==> config.mk <==
export PLATFORM = sky130hd
export DESIGN_NAME = periodic_interval_timer
export DESIGN_NICKNAME = d
export VERILOG_FILES = /design/src/rtl/pit_pkg.sv /design/src/rtl/pit_csr.sv /design/src/rtl/pit_ctrl.sv /design/src/rtl/pit_dp.sv /design/src/rtl/periodic_interval_timer.sv
export SDC_FILE = /design/constraint.sdc
export NUM_CORES = 1
export LEC_CHECK = 0
export ABC_AREA = 1
export BUFFER_PORTS_ARGS = -buffer_cell sky130_fd_sc_hd__buf_2
export CAP_MARGIN = 10
export CORE_ASPECT_RATIO = 0.8
export CORE_MARGIN = 3
export CORE_UTILIZATION = 55
export CTS_CLUSTER_DIAMETER = 80
export DETAILED_ROUTE_END_ITERATION = 7
export PLACE_DENSITY_LB_ADDON = 0.2
export SYNTH_ARGS = -nofsm -noshare
export SYNTH_HDL_FRONTEND = slang
export SYNTH_SLANG_ARGS = --single-unit
==> constraint.sdc <==
create_clock -name clock -period 5.2 [get_ports clock]
set_input_delay 0.26 -clock clock [delete_from_list [all_inputs] [get_ports clock]]
set_output_delay 0.26 -clock clock [all_outputs]
set_load 0.01 [all_outputs]
==> src/rtl/pit_pkg.sv <==
// Shared definitions for the periodic interval timer.
// Operation codes, register map, default widths and the controller/datapath
// command and status structs. No dependencies.
package pit_pkg;

   localparam int DEF_TIME_BITS = 64;
   localparam int FIELD_BITS    = 64;
   localparam int PERIOD_BITS   = 32;
   localparam int CSR_ADDR_BITS = 3;
   localparam int CSR_DATA_BITS = 32;

   localparam logic [1:0] FUNC_ACTIVATE     = 2'd0;
   localparam logic [1:0] FUNC_REFRESH      = 2'd1;
   localparam logic [1:0] FUNC_REFRESH_DLT  = 2'd2;
   localparam logic [1:0] FUNC_REFRESH_REM  = 2'd3;

   localparam logic REG_PERIOD = 1'b0;

   typedef struct packed {
      logic load;
      logic step;
      logic commit;
   } pit_cmd_type;

   typedef struct packed {
      logic fast;
   } pit_sts_type;

endpackage

==> src/rtl/pit_csr.sv <==
// Configuration register block of the periodic interval timer.
// Holds the period register behind an APB-style port; uses pit_pkg.
module pit_csr
   import pit_pkg::*;
(
   input  logic                     clock,
   input  logic                     reset,
   input  logic                     csr_psel,
   input  logic                     csr_penable,
   input  logic                     csr_pwrite,
   input  logic [CSR_ADDR_BITS-1:0] csr_paddr,
   input  logic [CSR_DATA_BITS-1:0] csr_pwdata,
   output logic [CSR_DATA_BITS-1:0] csr_prdata,
   output logic                     csr_pready,
   output logic [PERIOD_BITS-1:0]   period
);

   logic [PERIOD_BITS-1:0] period_ff;
   logic [PERIOD_BITS-1:0] period_in;
   logic                   wr_en;

   assign csr_pready = 1'b1;
   assign wr_en = csr_psel & csr_penable & csr_pwrite & csr_pready;

   always_comb begin
      period_in = period_ff;
      if (wr_en && csr_paddr[2] == REG_PERIOD) begin
         period_in = csr_pwdata;
      end
   end

   always_ff @(posedge clock) begin
      if (reset) begin
         period_ff <= '0;
      end else begin
         period_ff <= period_in;
      end
   end

   always_comb begin
      if (csr_paddr[2] == REG_PERIOD) begin
         csr_prdata = period_ff;
      end else begin
         csr_prdata = '0;
      end
   end

   assign period = period_ff;

endmodule

==> src/rtl/pit_ctrl.sv <==
// Sequencer of the periodic interval timer.
// Steps the datapath through load, one remainder bit per cycle, and commit,
// and owns the result valid flag; uses pit_pkg.
module pit_ctrl
   import pit_pkg::*;
#(
   parameter int TIME_BITS = DEF_TIME_BITS
)
(
   input  logic        clock,
   input  logic        reset,
   input  logic        req_tvalid,
   output logic        req_tready,
   output logic        rsp_tvalid,
   input  logic        rsp_tready,
   input  pit_sts_type sts,
   output pit_cmd_type cmd
);

   localparam int CNT_BITS = $clog2(TIME_BITS);

   localparam logic [1:0] ST_IDLE = 2'd0;
   localparam logic [1:0] ST_DIV  = 2'd1;
   localparam logic [1:0] ST_DONE = 2'd2;

   logic [1:0]          state_ff, state_in;
   logic [CNT_BITS-1:0] cnt_ff, cnt_in;
   logic                valid_ff, valid_in;
   logic                out_free;

   assign req_tready = (state_ff == ST_IDLE);
   assign rsp_tvalid = valid_ff;
   assign out_free   = ~valid_ff | rsp_tready;

   always_comb begin
      state_in   = state_ff;
      cnt_in     = cnt_ff;
      valid_in   = valid_ff & ~rsp_tready;
      cmd.load   = 1'b0;
      cmd.step   = 1'b0;
      cmd.commit = 1'b0;
      case (state_ff)
         ST_IDLE: begin
            if (req_tvalid) begin
               cmd.load = 1'b1;
               cnt_in   = CNT_BITS'(TIME_BITS - 1);
               state_in = ST_DIV;
            end
         end
         ST_DIV: begin
            // Activate, zero period and a time before the base need no remainder.
            if (sts.fast) begin
               state_in = ST_DONE;
            end else begin
               cmd.step = 1'b1;
               if (cnt_ff == '0) begin
                  state_in = ST_DONE;
               end else begin
                  cnt_in = cnt_ff - 1'b1;
               end
            end
         end
         ST_DONE: begin
            if (out_free) begin
               cmd.commit = 1'b1;
               valid_in   = 1'b1;
               state_in   = ST_IDLE;
            end
         end
         default: begin
            state_in = ST_IDLE;
         end
      endcase
   end

   always_ff @(posedge clock) begin
      if (reset) begin
         state_ff <= ST_IDLE;
         cnt_ff   <= '0;
         valid_ff <= 1'b0;
      end else begin
         state_ff <= state_in;
         cnt_ff   <= cnt_in;
         valid_ff <= valid_in;
      end
   end

endmodule

==> src/rtl/pit_dp.sv <==
// Datapath of the periodic interval timer.
// Base time register, elapsed-time subtractor, bit-serial restoring remainder
// unit and the result register; uses pit_pkg.
module pit_dp
   import pit_pkg::*;
#(
   parameter int TIME_BITS = DEF_TIME_BITS
)
(
   input  logic                   clock,
   input  logic                   reset,
   input  pit_cmd_type            cmd,
   output pit_sts_type            sts,
   input  logic [1:0]             req_func,
   input  logic [FIELD_BITS-1:0]  req_now,
   input  logic [PERIOD_BITS-1:0] period,
   output logic                   rsp_expired,
   output logic [FIELD_BITS-1:0]  rsp_time_value,
   output logic                   rsp_zero_period_error
);

   logic [TIME_BITS-1:0]   base_ff, base_in;
   logic [TIME_BITS-1:0]   now_ff, now_in;
   logic [TIME_BITS-1:0]   elapsed_ff, elapsed_in;
   logic [TIME_BITS-1:0]   dvd_ff, dvd_in;
   logic [PERIOD_BITS-1:0] rem_ff, rem_in;
   logic [1:0]             func_ff, func_in;
   logic                   fast_ff, fast_in;
   logic                   exp_ff, exp_in;
   logic [FIELD_BITS-1:0]  val_ff, val_in;
   logic                   err_ff, err_in;

   logic [TIME_BITS-1:0]   now_t;
   logic [PERIOD_BITS:0]   trial;
   logic [PERIOD_BITS:0]   per_ext;
   logic                   hit;
   logic                   per_zero;

   assign now_t    = req_now[TIME_BITS-1:0];
   assign per_zero = (period == '0);
   assign per_ext  = {1'b0, period};
   assign trial    = {rem_ff, dvd_ff[TIME_BITS-1]};
   assign hit      = FIELD_BITS'(elapsed_ff) >= FIELD_BITS'(period);

   always_comb begin
      base_in    = base_ff;
      now_in     = now_ff;
      elapsed_in = elapsed_ff;
      dvd_in     = dvd_ff;
      rem_in     = rem_ff;
      func_in    = func_ff;
      fast_in    = fast_ff;
      exp_in     = exp_ff;
      val_in     = val_ff;
      err_in     = err_ff;

      if (cmd.load) begin
         func_in    = req_func;
         now_in     = now_t;
         elapsed_in = now_t - base_ff;
         dvd_in     = now_t - base_ff;
         rem_in     = '0;
         fast_in    = (req_func == FUNC_ACTIVATE) | per_zero | (now_t < base_ff);
      end

      // One quotient bit per cycle; the partial remainder stays below the period.
      if (cmd.step) begin
         dvd_in = dvd_ff << 1;
         if (trial >= per_ext) begin
            rem_in = PERIOD_BITS'(trial - per_ext);
         end else begin
            rem_in = trial[PERIOD_BITS-1:0];
         end
      end

      if (cmd.commit) begin
         exp_in = 1'b0;
         val_in = '0;
         err_in = 1'b0;
         if (func_ff == FUNC_ACTIVATE) begin
            if (!per_zero) begin
               base_in = now_ff;
            end
         end else if (per_zero) begin
            err_in = 1'b1;
         end else if (!fast_ff) begin
            exp_in = hit;
            if (hit) begin
               // Move the base back by the remainder so the phase does not drift.
               base_in = TIME_BITS'(FIELD_BITS'(now_ff) - FIELD_BITS'(rem_ff));
            end
            case (func_ff)
               FUNC_REFRESH_DLT: val_in = FIELD_BITS'(elapsed_ff);
               FUNC_REFRESH_REM: val_in = FIELD_BITS'(rem_ff);
               default:          val_in = '0;
            endcase
         end
      end
   end

   always_ff @(posedge clock) begin
      if (reset) begin
         base_ff <= '0;
      end else begin
         base_ff <= base_in;
      end
   end

   always_ff @(posedge clock) begin
      now_ff     <= now_in;
      elapsed_ff <= elapsed_in;
      dvd_ff     <= dvd_in;
      rem_ff     <= rem_in;
      func_ff    <= func_in;
      fast_ff    <= fast_in;
      exp_ff     <= exp_in;
      val_ff     <= val_in;
      err_ff     <= err_in;
   end

   assign sts.fast              = fast_ff;
   assign rsp_expired           = exp_ff;
   assign rsp_time_value        = val_ff;
   assign rsp_zero_period_error = err_ff;

endmodule

==> src/rtl/periodic_interval_timer.sv <==
// Top level of the periodic interval timer.
// Joins pit_csr, pit_ctrl and pit_dp; uses pit_pkg.
//
//   channel   direction  handshake               payload
//   req       in         req_tvalid/req_tready   tuser: func; tdata: now_time
//   rsp       out        rsp_tvalid/rsp_tready   tdata: expired, time_value, error
//   csr       in         psel/penable/pready     period register at byte 0
//
// A refresh runs the remainder unit, one elapsed-time bit per cycle, and then
// commits and raises rsp_tvalid; the next item is taken only after the commit,
// so items do not overlap. Activate, a zero period or a time before the base
// skip the remainder. Reset is synchronous and clears the base time and the
// period. A waiting result does not block acceptance of the next item; only
// the final commit waits for it.
module periodic_interval_timer
   import pit_pkg::*;
#(
   parameter int TIME_BITS = DEF_TIME_BITS
)
(
   input  logic                     clock,
   input  logic                     reset,
   input  logic                     req_tvalid,
   output logic                     req_tready,
   // tdata bits: [63:0] now_time, [71:64] zero fill
   input  logic [71:0]              req_tdata,
   // tuser bits: [1:0] func
   input  logic [1:0]               req_tuser,
   output logic                     rsp_tvalid,
   input  logic                     rsp_tready,
   // tdata bits: [0] expired, [64:1] time_value, [65] zero_period_error, [71:66] zero
   output logic [71:0]              rsp_tdata,
   input  logic                     csr_psel,
   input  logic                     csr_penable,
   input  logic                     csr_pwrite,
   input  logic [CSR_ADDR_BITS-1:0] csr_paddr,
   input  logic [CSR_DATA_BITS-1:0] csr_pwdata,
   output logic [CSR_DATA_BITS-1:0] csr_prdata,
   output logic                     csr_pready
);

   pit_cmd_type            cmd;
   pit_sts_type            sts;
   logic [PERIOD_BITS-1:0] period;
   logic                   expired;
   logic [FIELD_BITS-1:0]  time_value;
   logic                   zero_period_error;

   pit_csr u_csr (
      .clock       (clock),
      .reset       (reset),
      .csr_psel    (csr_psel),
      .csr_penable (csr_penable),
      .csr_pwrite  (csr_pwrite),
      .csr_paddr   (csr_paddr),
      .csr_pwdata  (csr_pwdata),
      .csr_prdata  (csr_prdata),
      .csr_pready  (csr_pready),
      .period      (period)
   );

   pit_ctrl #(
      .TIME_BITS (TIME_BITS)
   ) u_ctrl (
      .clock      (clock),
      .reset      (reset),
      .req_tvalid (req_tvalid),
      .req_tready (req_tready),
      .rsp_tvalid (rsp_tvalid),
      .rsp_tready (rsp_tready),
      .sts        (sts),
      .cmd        (cmd)
   );

   pit_dp #(
      .TIME_BITS (TIME_BITS)
   ) u_dp (
      .clock                 (clock),
      .reset                 (reset),
      .cmd                   (cmd),
      .sts                   (sts),
      .req_func              (req_tuser),
      .req_now               (req_tdata[FIELD_BITS-1:0]),
      .period                (period),
      .rsp_expired           (expired),
      .rsp_time_value        (time_value),
      .rsp_zero_period_error (zero_period_error)
   );

   assign rsp_tdata = {6'b0, zero_period_error, time_value, expired};

endmodule

==> Yosys cells after proc, flatten, opt, wreduce, memory -nomap -nowiden <==
Index checks and enable logic that the tools add are counted.
{ "word_totals": {"wordCells": 85, "reg_bits": 398, "input_bits": 116, "output_inout_bits": 107} }
{ "classes": {"n_mux": 30, "n_lt_le_gt_ge": 3, "n_reduce_logical": 13, "addsub": 4, "n_bitwise": 10, "n_eq_ne": 10} }
{ "op_table": {"columns": ["cell", "count"], "rows": [
  ["$mux W64", 7],
  ["$mux W32", 4],
  ["$pmux W64 S2", 1],
  ["$ge A64 B32 Y1", 1],
  ["$lt A64 B64 Y1", 1],
  ["$sub A64 B32 Y64", 1],
  ["$sub A64 B64 Y64", 1],
  ["$ge A33 B32 Y1", 1],
  ["$logic_not A32 Y1", 1],
  ["$sub A32 B32 Y32", 1],
  ["$mux W6", 3],
  ["$pmux W6 S2", 1],
  ["$mux W1", 9],
  ["$mux W2", 4],
  ["$ne A2 B2 Y1 const B", 4],
  ["$reduce_and A4 Y1", 2],
  ["$eq A2 B2 Y1 const B", 3],
  ["$logic_not A2 Y1", 3],
  ["$logic_not A6 Y1", 1],
  ["$pmux W2 S3", 1],
  ["$reduce_bool A2 Y1", 3],
  ["$sub A6 B1 Y6 const B", 1],
  ["$not A1 Y1", 4],
  ["$and A1 B1 Y1", 3],
  ["other kinds (7)", 9]
]} }

==> Longest topological paths before layout <==
Gate-level depths: netlist of the first run.
{ "depth": {"ltp_word": 5, "depth_mapped": 19, "ltp_nobuf": 19} }

==> By module <==
From an unflattened synthesis of the first run, not the netlist that was laid out.
{ "hier_totals": {"hier_cells": 4262, "hier_area_um2": 29009.1} }
{ "by_module_without_submodules": {"columns": ["module", "cells_per_inst", "instances", "seq_area_each_um2", "area_each_um2"], "rows": [
  ["pit_dp", 3899, 1, 10069.7, 26741.9],
  ["pit_csr", 282, 1, 640.6, 1689.1],
  ["pit_ctrl", 72, 1, 180.2, 514.2],
  ["periodic_interval_timer", 9, 1, 0.0, 63.8]
]} }

==> Worst setup path after synthesis of the first run <==
No wires, ideal clock.
{ "synth_timing": {"path_type": "register to register", "startpoint": "register u_ctrl.state_ff[1]", "endpoint": "register u_dp.elapsed_ff[0], enable pin", "n_path_buf": 2, "setup_ns": 0.546, "path_stages_with_launch": 6, "arrival_ns": 4.710, "required_time_ns": 4.654, "period_less_slack_ns": 5.256, "slack_ns": -0.056, "cell_sequence": "dfxtp_1 nor2_1 nand2_1 inv_1 buf_2 buf_1"} }
{ "synth_rtl": {"columns": ["element", "line_no", "source"], "rows": [
  ["start, declared", "pit_ctrl.sv:26", "logic [1:0] state_ff, state_in;"],
  ["start signal, assigned", "pit_ctrl.sv:82", "state_ff <= state_in;"],
  ["end signal, assigned", "pit_dp.sv:111", "elapsed_ff <= elapsed_in;"],
  ["end, declared", "pit_dp.sv:24", "logic [TIME_BITS-1:0] elapsed_ff, elapsed_in;"]
]} }

==> Final worst setup path of the first run <==
{ "layout_timing": {"startpoint": "register u_csr.period_ff[1] (netlist: u_csr.period[1])", "endpoint": "register u_dp.rem_ff[5], data pin"} }
{ "layout_between": {"elab_chain_cells": 3, "elab_cells_between_ends": 4, "cone_classes": "add/sub: 1; order compare: 1; mux: 2"} }
{ "layout_lines": {"columns": ["element", "line_no", "source"], "rows": [
  ["start, declared", "pit_csr.sv:18", "logic [PERIOD_BITS-1:0] period_ff;"],
  ["start signal, assigned", "pit_csr.sv:36", "period_ff <= period_in;"],
  ["$sub A32 B32 Y32 or $ge A33 B32 Y1 (tied branches)", "pit_dp.sv:70, pit_dp.sv:69", null],
  ["$mux W32 *", "pit_dp.sv:69", "if (trial >= per_ext) begin"],
  ["$mux W32 *", "pit_dp.sv:67", "if (cmd.step) begin"],
  ["end signal, assigned", "pit_dp.sv:113", "rem_ff <= rem_in;"],
  ["end, declared", "pit_dp.sv:26", "logic [PERIOD_BITS-1:0] rem_ff, rem_in;"]
]} }
Every way passes the cells marked *; elsewhere a longest branch is shown, timed or not.
A chain may end at the register's enable or synchronous reset.

==> impl_metrics.py, run 1 <==
metrics = {
    "run_status": {
        "outcome": "finished, final reports clean",
    },
    "routing": {
        "routed_wl_um": 100000,
        "vias_per_cell": 5.62,
        "first_iter_violations": 3808,
        "drc": 0,
        "antenna_left": 0,
        "dr.pass1.iters": 6,
        "vias": 27900,
        "routedWlPerCell_um": 20.1,
    },
    "worst_setup_path": {
        "cpPeakStageDelay_ns": 0.65,
        "crit-reg2reg-launch": "u_csr.period[1]",
        "crit_fanout": 39,
        "worstSetupPathType": "flop to flop",
        "crit_chain": "inv_1 -> ha_1 -> nand3_1 -> nand2_2 -> nand2_2 -> nand2_2 -> nand2_1 -> nand2_2 -> nand4_2 -> nand3_2 -> nand2_2 -> buf_4 -> nand3_2 -> nand2_1 -> nor2_1",
        "crit_start": "u_csr.period[1]",
        "endpoint": "u_dp.rem_ff[5]",
        "cp_common_cell": "nand2_2",
        "worstSetupEndpointType": "flop",
        "arrival_ns": 3.82,
        "cp-start-kind": "flop",
        "reg2reg_depth": 15,
        "ff2ff_setup_slack_ns": 1.73,
        "crit_path_top_delay_cell": "nand2_2",
        "r2r_end": "u_dp.rem_ff[5]",
        "required_ns": 5.55,
    },
    "clock_tree": {
        "insertion_delay_ns": 0.61,
        "cts_setup_buffers": 0,
        "clock_sinks": 398,
        "clockRootBuffer": "clkbuf_16",
        "cts_tree": "done",
        "cts_buffers": 43,
        "htree_levels": 2,
        "post_cts_resized": 0,
        "clk_pin_slew_ns": 0.06,
        "cts_hold_buf": 99,
        "clockBufferDepth": 3,
    },
    "logic_synthesis": {
        "synth_area_um2": 28100,
        "avgSynthCellArea_um2": 7.03,
        "yosysSeqAreaShare_pct": 38.8,
        "netlist_instances": 3994,
        "synth-edff-count": 292,
        "ys_types": 51,
        "yosys_most_used_dff": "edfxtp_1",
        "ys_ff_latch": 398,
        "yosysWarningCount": 0,
        "synth-async-reset-ratio_pct": 0,
    },
    "worst_hold_path": {
        "worstHoldPathType": "input port to flop",
    },
    "die": {
        "coreArea_um2": 50100,
        "rows": 73,
        "io_pins": 223,
        "die_y_um": 208,
        "dieArea_um2": 53800,
        "die_w_um": 259,
        "initial_core_util_pct": 56.1,
    },
    "timing": {
        "fin_crit_ns": 3.47,
        "relSlewSlack_pct": 17.8,
        "slew_violations": 0,
        "worst_slew_pin_slew_ns": 1.23,
        "setup_viol": 0,
        "worst_slack_ns": 1.73,
        "post-route-period-util_pct": 66.7,
        "hold_viol_final": 0,
        "rsz0062_at_grt": "no",
        "fin_setup_tns_ns": 0,
        "fmax_mhz": 288,
        "finClkSkew_ns": 0.0233,
    },
    "cells_and_area": {
        "layout.cells.most_common_list": "1133 x nand2_1, 616 x inv_1, 538 x nor2_1",
        "final_common_cell": "nand2_1",
        "final-instance-count-excl-fill": 4970,
        "num-nets-final": 4540,
        "drive_above_1_share_pct": 7.89,
        "fillers": 4636,
        "syn2layout_area_growth_pct": 13.7,
    },
    "global_route": {
        "grt-ovfl-total": 0,
        "grt_pass1_vias": 25400,
        "grt_usage_pct": 36.3,
        "grt_pass1_wl_um": 149000,
        "antenna_found_initial": 1,
        "grt_start_max_net_pins": 114,
    },
    "placement": {
        "portBuffers": 205,
        "gp_congestion": 1.03,
        "pre_cts_ws_ns": 1.92,
        "post-dp-hpwl_um": 78100,
        "dp.cells": 4790,
    },
    "power": {
        "swShare_pct": 36.5,
        "p_leak_nw": 14.7,
        "power_density_nw_per_um2": 311,
        "p_comb_share_pct": 29.9,
        "total_power_w": 0.00993,
        "seqPwrFrac_pct": 40.0,
        "p_clk_share_pct": 30.1,
        "p_int_w": 0.00630,
        "vdd_drop_max_mv": 0.279,
        "p_sw_w": 0.00362,
    },
    "flow_run": {
        "drv_cap": 0,
    },
}
-- metrics by stage --
stage	cell area, um^2	hold WS (ns)	utilization [%]
3_5_place_dp	29600	0.441	59.1
6_report	31900	0.0497	63.8
5_1_grt	31900	0.0504	63.8
2_1_floorplan	28100	0.359	-
3_3_place_gp	29600	0.442	59.1
4_1_cts	31900	0.0185	63.8
-- worst min path at each step --
stage	from	slack (ns)	to	depth (start not counted)
3_5_place_dp	u_ctrl.cnt_ff[0]	0.44	u_ctrl.cnt_ff[0]	1
5_1_grt	rsp_tready	0.05	u_ctrl.state_ff[1]	4
6_report	rsp_tready	0.05	u_ctrl.state_ff[1]	4
4_1_cts	rsp_tready	0.02	u_ctrl.state_ff[1]	4
2_1_floorplan	req_tuser[0]	0.36	u_dp.func_ff[0]	0
3_3_place_gp	u_ctrl.cnt_ff[0]	0.44	u_ctrl.cnt_ff[0]	1
-- kinds of logic after synthesis --
kind of cell	Yosys count	synth area share, %
buffers and inverters	728	10.4
adders and majority gates	165	7.43
and+or+nand+nor	2163	32.2
AOI/OAI and AO/OA	471	9.07
muxes	4	0.143
other	2	0.0267
xor gates and xnor gates	63	1.96
DFF	398	38.8
-- worst max-delay path, delay by kind of cell, from the launching register on --
family / cells / cell delay, ns
and+or+nand+nor: 12 / 1.61
buffers and inverters: 2 / 0.64
DFF: 1 / 0.52
adders and majority gates: 1 / 0.40
-- cell usage after synthesis (10+ instances only) --
| master | number | share of area (%) |
|---|---|---|
| clkbuf_1 | 51 | 0.68 |
| a22o_1 | 15 | 0.47 |
| edfxtp_1 | 292 | 31 |
| nand2_1 | 1135 | 15 |
| buf_2 | 17 | 0.30 |
| nand3_1 | 265 | 4.7 |
| a21o_1 | 10 | 0.27 |
| buf_4 | 19 | 0.51 |
| a21oi_1 | 269 | 4.8 |
| dfxtp_1 | 106 | 7.6 |
| xor2_1 | 48 | 1.5 |
| xnor2_1 | 15 | 0.47 |
| nand4_1 | 33 | 0.74 |
| buf_6 | 13 | 0.52 |
| and2_1 | 32 | 0.71 |
| ha_1 | 162 | 7.2 |
| o21a_1 | 12 | 0.32 |
| nor3_1 | 79 | 1.4 |
| nor2_1 | 540 | 7.2 |
| o21ai_0 | 130 | 2.3 |
| nand3b_1 | 21 | 0.56 |
| o21bai_1 | 13 | 0.35 |
| inv_1 | 617 | 8.2 |
| nand3_2 | 20 | 0.71 |
| nor4_1 | 13 | 0.29 |
-- metal layers --
metal	up-vias	track usage (%)	share of wire (%)
li1	13300	-	-
met1	12800	56.3	45
met2	1590	48.4	38
met3	225	10.1	14
met4	0	11.0	3.3
met5	-	0	0
-- cell type report --
class,instances,area (um^2),share of cell area (%)
well taps,675,845,2.64
flip-flops and latches,398,10900,34.1
repair buffers,321,2170,6.79
inverters,622,2340,7.32
clock inverters,22,186,0.584
diodes,1,2.50,0.00783
multi-input cells,2873,14300,44.9
clock buffers,58,1160,3.64
-- sequential cells by signal, summed over array words and instances (netlist names) --
name                        cells
u_ctrl.rsp_tvalid               1
u_dp.rsp_expired                1
u_dp.rsp_time_value            64
u_ctrl.state_ff                 2
u_ctrl.cnt_ff                   6
u_dp.sts                        1
u_dp.func_ff                    2
u_dp.elapsed_ff                64
u_csr.period                   32
u_dp.rem_ff                    32
u_dp.rsp_zero_period_error      1
u_dp.dvd_ff                    64
u_dp.now_ff                    64
u_dp.base_ff                   64
-- power groups by stage --
| stage | logic [W] | registers, W | clock network (W) |
|---|---|---|---|
| after floorplan | 0.00196 | 0.00396 | 0 |
| after global placement | 0.00277 | 0.00401 | 0 |
| after detailed placement | 0.00279 | 0.00402 | 0 |
| after CTS | 0.00287 | 0.00396 | 0.00301 |
| after global routing | 0.00326 | 0.00399 | 0.00312 |
| final | 0.00297 | 0.00397 | 0.00298 |
Note: power is estimated with default switching activity, not from simulation.
==> run 2, diff against run 1 <==
--- a/config.mk
+++ b/config.mk
@@ -5,7 +5,7 @@
 export SDC_FILE = /design/constraint.sdc
 export NUM_CORES = 1
 export LEC_CHECK = 0
-export ABC_AREA = 1
+export ABC_AREA = 0
 export BUFFER_PORTS_ARGS = -buffer_cell sky130_fd_sc_hd__buf_2
 export CAP_MARGIN = 10
 export CORE_ASPECT_RATIO = 0.8
==> constraint.sdc (replaced) <==
create_clock -name clock -period 3.4 [get_ports clock]
set_input_delay 0.17 -clock clock [delete_from_list [all_inputs] [get_ports clock]]
set_output_delay 0.17 -clock clock [all_outputs]
set_load 0.01 [all_outputs]
==> run 2 against run 1 <==
Power increased by 50%. Final area decreased by 3.6%. Via count decreased by 18%. Count of clock-buffer cells in the layout decreased by 4. Global-route usage decreased by 2.4 points. First-iteration DRC count decreased by 33%. Critical path type unchanged. Critical endpoint is now u_dp.base_ff[46].
==> impl_metrics.py, run 2 <==
metrics = {
    "routing": {
        "routedWlPerCell_um": 22.5,
        "antenna_left": 0,
        "dr.pass1.iters": 6,
        "drc": 0,
        "vias": 22800,
        "first_iter_violations": 2547,
        "vias_per_cell": 6.13,
        "routed_wl_um": 83600,
    },
    "cells_and_area": {
        "multi_input_area_um2": 13100,
        "syn2layout_area_growth_pct": 23.6,
        "drive_above_1_share_pct": 20.2,
        "fillers": 3454,
        "num-nets-final": 3364,
        "num_antenna_cells": 0,
        "layout.cells.most_common_list": "292 x edfxtp_1, 230 x a21oi_1, 228 x nand2_1",
        "final_common_cell": "edfxtp_1",
        "regArea_um2": 10900,
        "design_area_um2": 30800,
    },
    "logic_synthesis": {
        "yosysWarningCount": 0,
        "synth-edff-count": 292,
        "avgSynthCellArea_um2": 9.49,
        "yosys_most_used_dff": "edfxtp_1",
        "synth.top_cell.area_share_pct": 35.2,
        "ys_ff_latch": 398,
        "synth-async-reset-ratio_pct": 0,
        "ys_types": 86,
        "synth_area_um2": 24900,
        "netlist_instances": 2626,
        "synth_common_cells": "292 x edfxtp_1, 234 x a21oi_1, 230 x nand2_1",
        "ys_top_cells_by_area": "edfxtp_1 35%, dfxtp_1 8.5%, ha_1 8.1%",
        "synth_most_common_cell": "edfxtp_1",
        "yosysSeqAreaShare_pct": 43.7,
        "synth.largest_area_cell": "edfxtp_1",
    },
    "die": {
        "dieArea_um2": 47900,
        "io_pins": 223,
        "initial_core_util_pct": 55.9,
        "coreArea_um2": 44500,
        "rows": 69,
        "die_w_um": 244,
        "die_y_um": 196,
    },
    "worst_setup_path": {
        "endpoint": "u_dp.base_ff[46]",
        "crit_fanout": 6,
        "required_ns": 3.89,
        "crit_path_top_delay_cell": "edfxtp_1",
        "cp-start-kind": "flop",
        "crit_start": "u_dp.rem_ff[0]",
        "crit-reg2reg-launch": "u_dp.rem_ff[0]",
        "r2r_end": "u_dp.base_ff[46]",
        "worstSetupEndpointType": "flop",
        "reg2reg_depth": 12,
        "crit_chain": "ha_4 -> inv_2 -> fa_2 -> a21o_1 -> a21o_1 -> a2111oi_4 -> o21ai_2 -> a211o_4 -> a21boi_4 -> o2111ai_2 -> xor2_1 -> a211oi_2",
        "cpPeakStageDelay_ns": 0.46,
        "cp_common_cell": "a21o_1",
        "worstSetupPathType": "flop to flop",
        "arrival_ns": 3.84,
        "ff2ff_setup_slack_ns": 0.05,
    },
    "timing": {
        "fin_crit_ns": 3.35,
        "fin_setup_tns_ns": 0,
        "worst_slack_ns": 0.0476,
        "slew_violations": 0,
        "relSlewSlack_pct": 23.9,
        "worst_slew_pin_slew_ns": 1.14,
        "rsz0062_at_grt": "yes",
        "whs_ns": 0.216,
        "finClkSkew_ns": 0.0149,
        "post-route-period-util_pct": 98.6,
        "hold_viol_final": 0,
        "fmax_mhz": 298,
        "setup_viol": 0,
    },
    "power": {
        "p_leak_nw": 11.9,
        "power_density_nw_per_um2": 484,
        "swShare_pct": 32.2,
        "p_clk_share_pct": 32.0,
        "p_comb_share_pct": 27.5,
        "p_int_w": 0.0101,
        "seqPwrFrac_pct": 40.4,
        "p_sw_w": 0.00479,
        "vdd_drop_max_mv": 0.429,
    },
    "clock_tree": {
        "cts_tree": "done",
        "clockBufferDepth": 3,
        "insertion_delay_ns": 0.58,
        "clk_pin_slew_ns": 0.07,
        "clock_sinks": 398,
        "htree_levels": 2,
        "cts_buffers": 42,
        "clockRootBuffer": "clkbuf_16",
    },
    "global_route": {
        "grt_pass1_wl_um": 125000,
        "grt_usage_pct": 33.9,
        "grt-ovfl-total": 0,
        "grt_start_max_net_pins": 82,
        "antenna_found_initial": 1,
        "grt_pass1_vias": 21300,
    },
    "placement": {
        "gp_congestion": 0.949,
        "dpl_cell_area_um2": 28000,
        "portBuffers": 205,
        "post-dp-hpwl_um": 63800,
        "pre_cts_ws_ns": -0.109,
    },
    "run_status": {
        "outcome": "finished, final reports clean",
    },
    "flow_run": {
        "drv_cap": 0,
    },
    "worst_hold_path": {
        "worstHoldPathType": "input port to flop",
    },
}
## run 2: cell count changes in the layout (fill, tap and decap cells not counted), sizes merged, moves of 37 or more
cell / before / now
a211oi: 1 / 44
a21o: 10 / 58
a31oi: 3 / 40
buf: 222 / 438
inv: 623 / 186
mux2i: 4 / 44
nand2: 1143 / 231
nand3: 285 / 53
nor2: 542 / 209
xnor2: 15 / 72
## run 2: worst min path at each step
stage,cells after the start,endpoint,from,slack [ns]
floorplan,0,u_dp.func_ff[0],req_tuser[0],0.27
global placement,1,u_dp.func_ff[1],req_tuser[1],0.37
detailed placement,1,u_dp.func_ff[1],req_tuser[1],0.36
CTS,5,u_csr.period[11],csr_penable,0.18
global route,5,u_csr.period[11],csr_penable,0.25
finish,5,u_csr.period[13],csr_penable,0.22
## run 2: layer usage
metal | global-route usage [%] | routed length, um | part of all wire [%]
met2 | 44.8 | 32000 | 38
met3 | 9.71 | 10400 | 12
met4 | 7.87 | 1850 | 2.2
met1 | 54.0 | 39300 | 47
met5 | 0 | 0 | 0
## run 2: worst max-delay path: cells and delay by family, from the launching register on
| family | cells | cell delay, ns |
|---|---|---|
| buffers and inverters | 1 | 0.03 |
| XOR/XNOR | 1 | 0.21 |
| AO/OA/AOI/OAI | 8 | 2.01 |
| adder cells (fa/ha/maj) | 2 | 0.54 |
| flip-flops | 1 | 0.46 |
## run 2: cell families (layout without fill, tap and decap cells)
kind of cell / after synthesis / in the layout / synth area share, %
and+or+nand+nor: 808 / 808 / 15.7
AOI/OAI and AO/OA: 773 / 773 / 21.1
DFF: 398 / 398 / 43.7
buffers and inverters: 316 / 802 / 5.06
adders and majority gates: 165 / 165 / 8.38
xor gates and xnor gates: 120 / 120 / 4.22
muxes: 44 / 44 / 1.77
other: 2 / 7 / 0.0301
## run 2: cell type report
cell class,count,area share [%]
Tap cell,603,2.45
Clock inverter,24,0.792
Clock buffer,54,3.83
Sequential cell,398,35.4
Timing Repair Buffer,539,12.7
Multi-Input combinational cell,1917,42.6
Inverter,185,2.27
## run 2: through the flow
step / utilization (%) / power, W / std cells
4_1_cts: 68.4 / 0.0147 / 3715
2_1_floorplan: - / 0.00844 / 2631
6_report: 69.1 / 0.0149 / 3720
3_5_place_dp: 62.8 / 0.00988 / 3533
5_1_grt: 69.1 / 0.0155 / 3720
3_3_place_gp: 62.8 / 0.00981 / 3533
## run 2: what timing repair did
item | CTS | global route
buffers inserted | 3 | 5
hold endpoints to repair | 108 | 0
hold buffers | 101 | 0
endpoints found under the setup margin | 16 | 110
gates cloned | 0 | 0
gates resized for setup | 10 | 65
pin swaps | 4 | 22
## run 2: power groups by stage
stage	combinational (W)	clock, W	sequential (W)
finish	0.00410	0.00477	0.00602
detailed placement	0.00378	0	0.00610
floorplan	0.00241	0	0.00602
CTS	0.00392	0.00481	0.00600
global placement	0.00371	0	0.00610
global route	0.00443	0.00500	0.00605
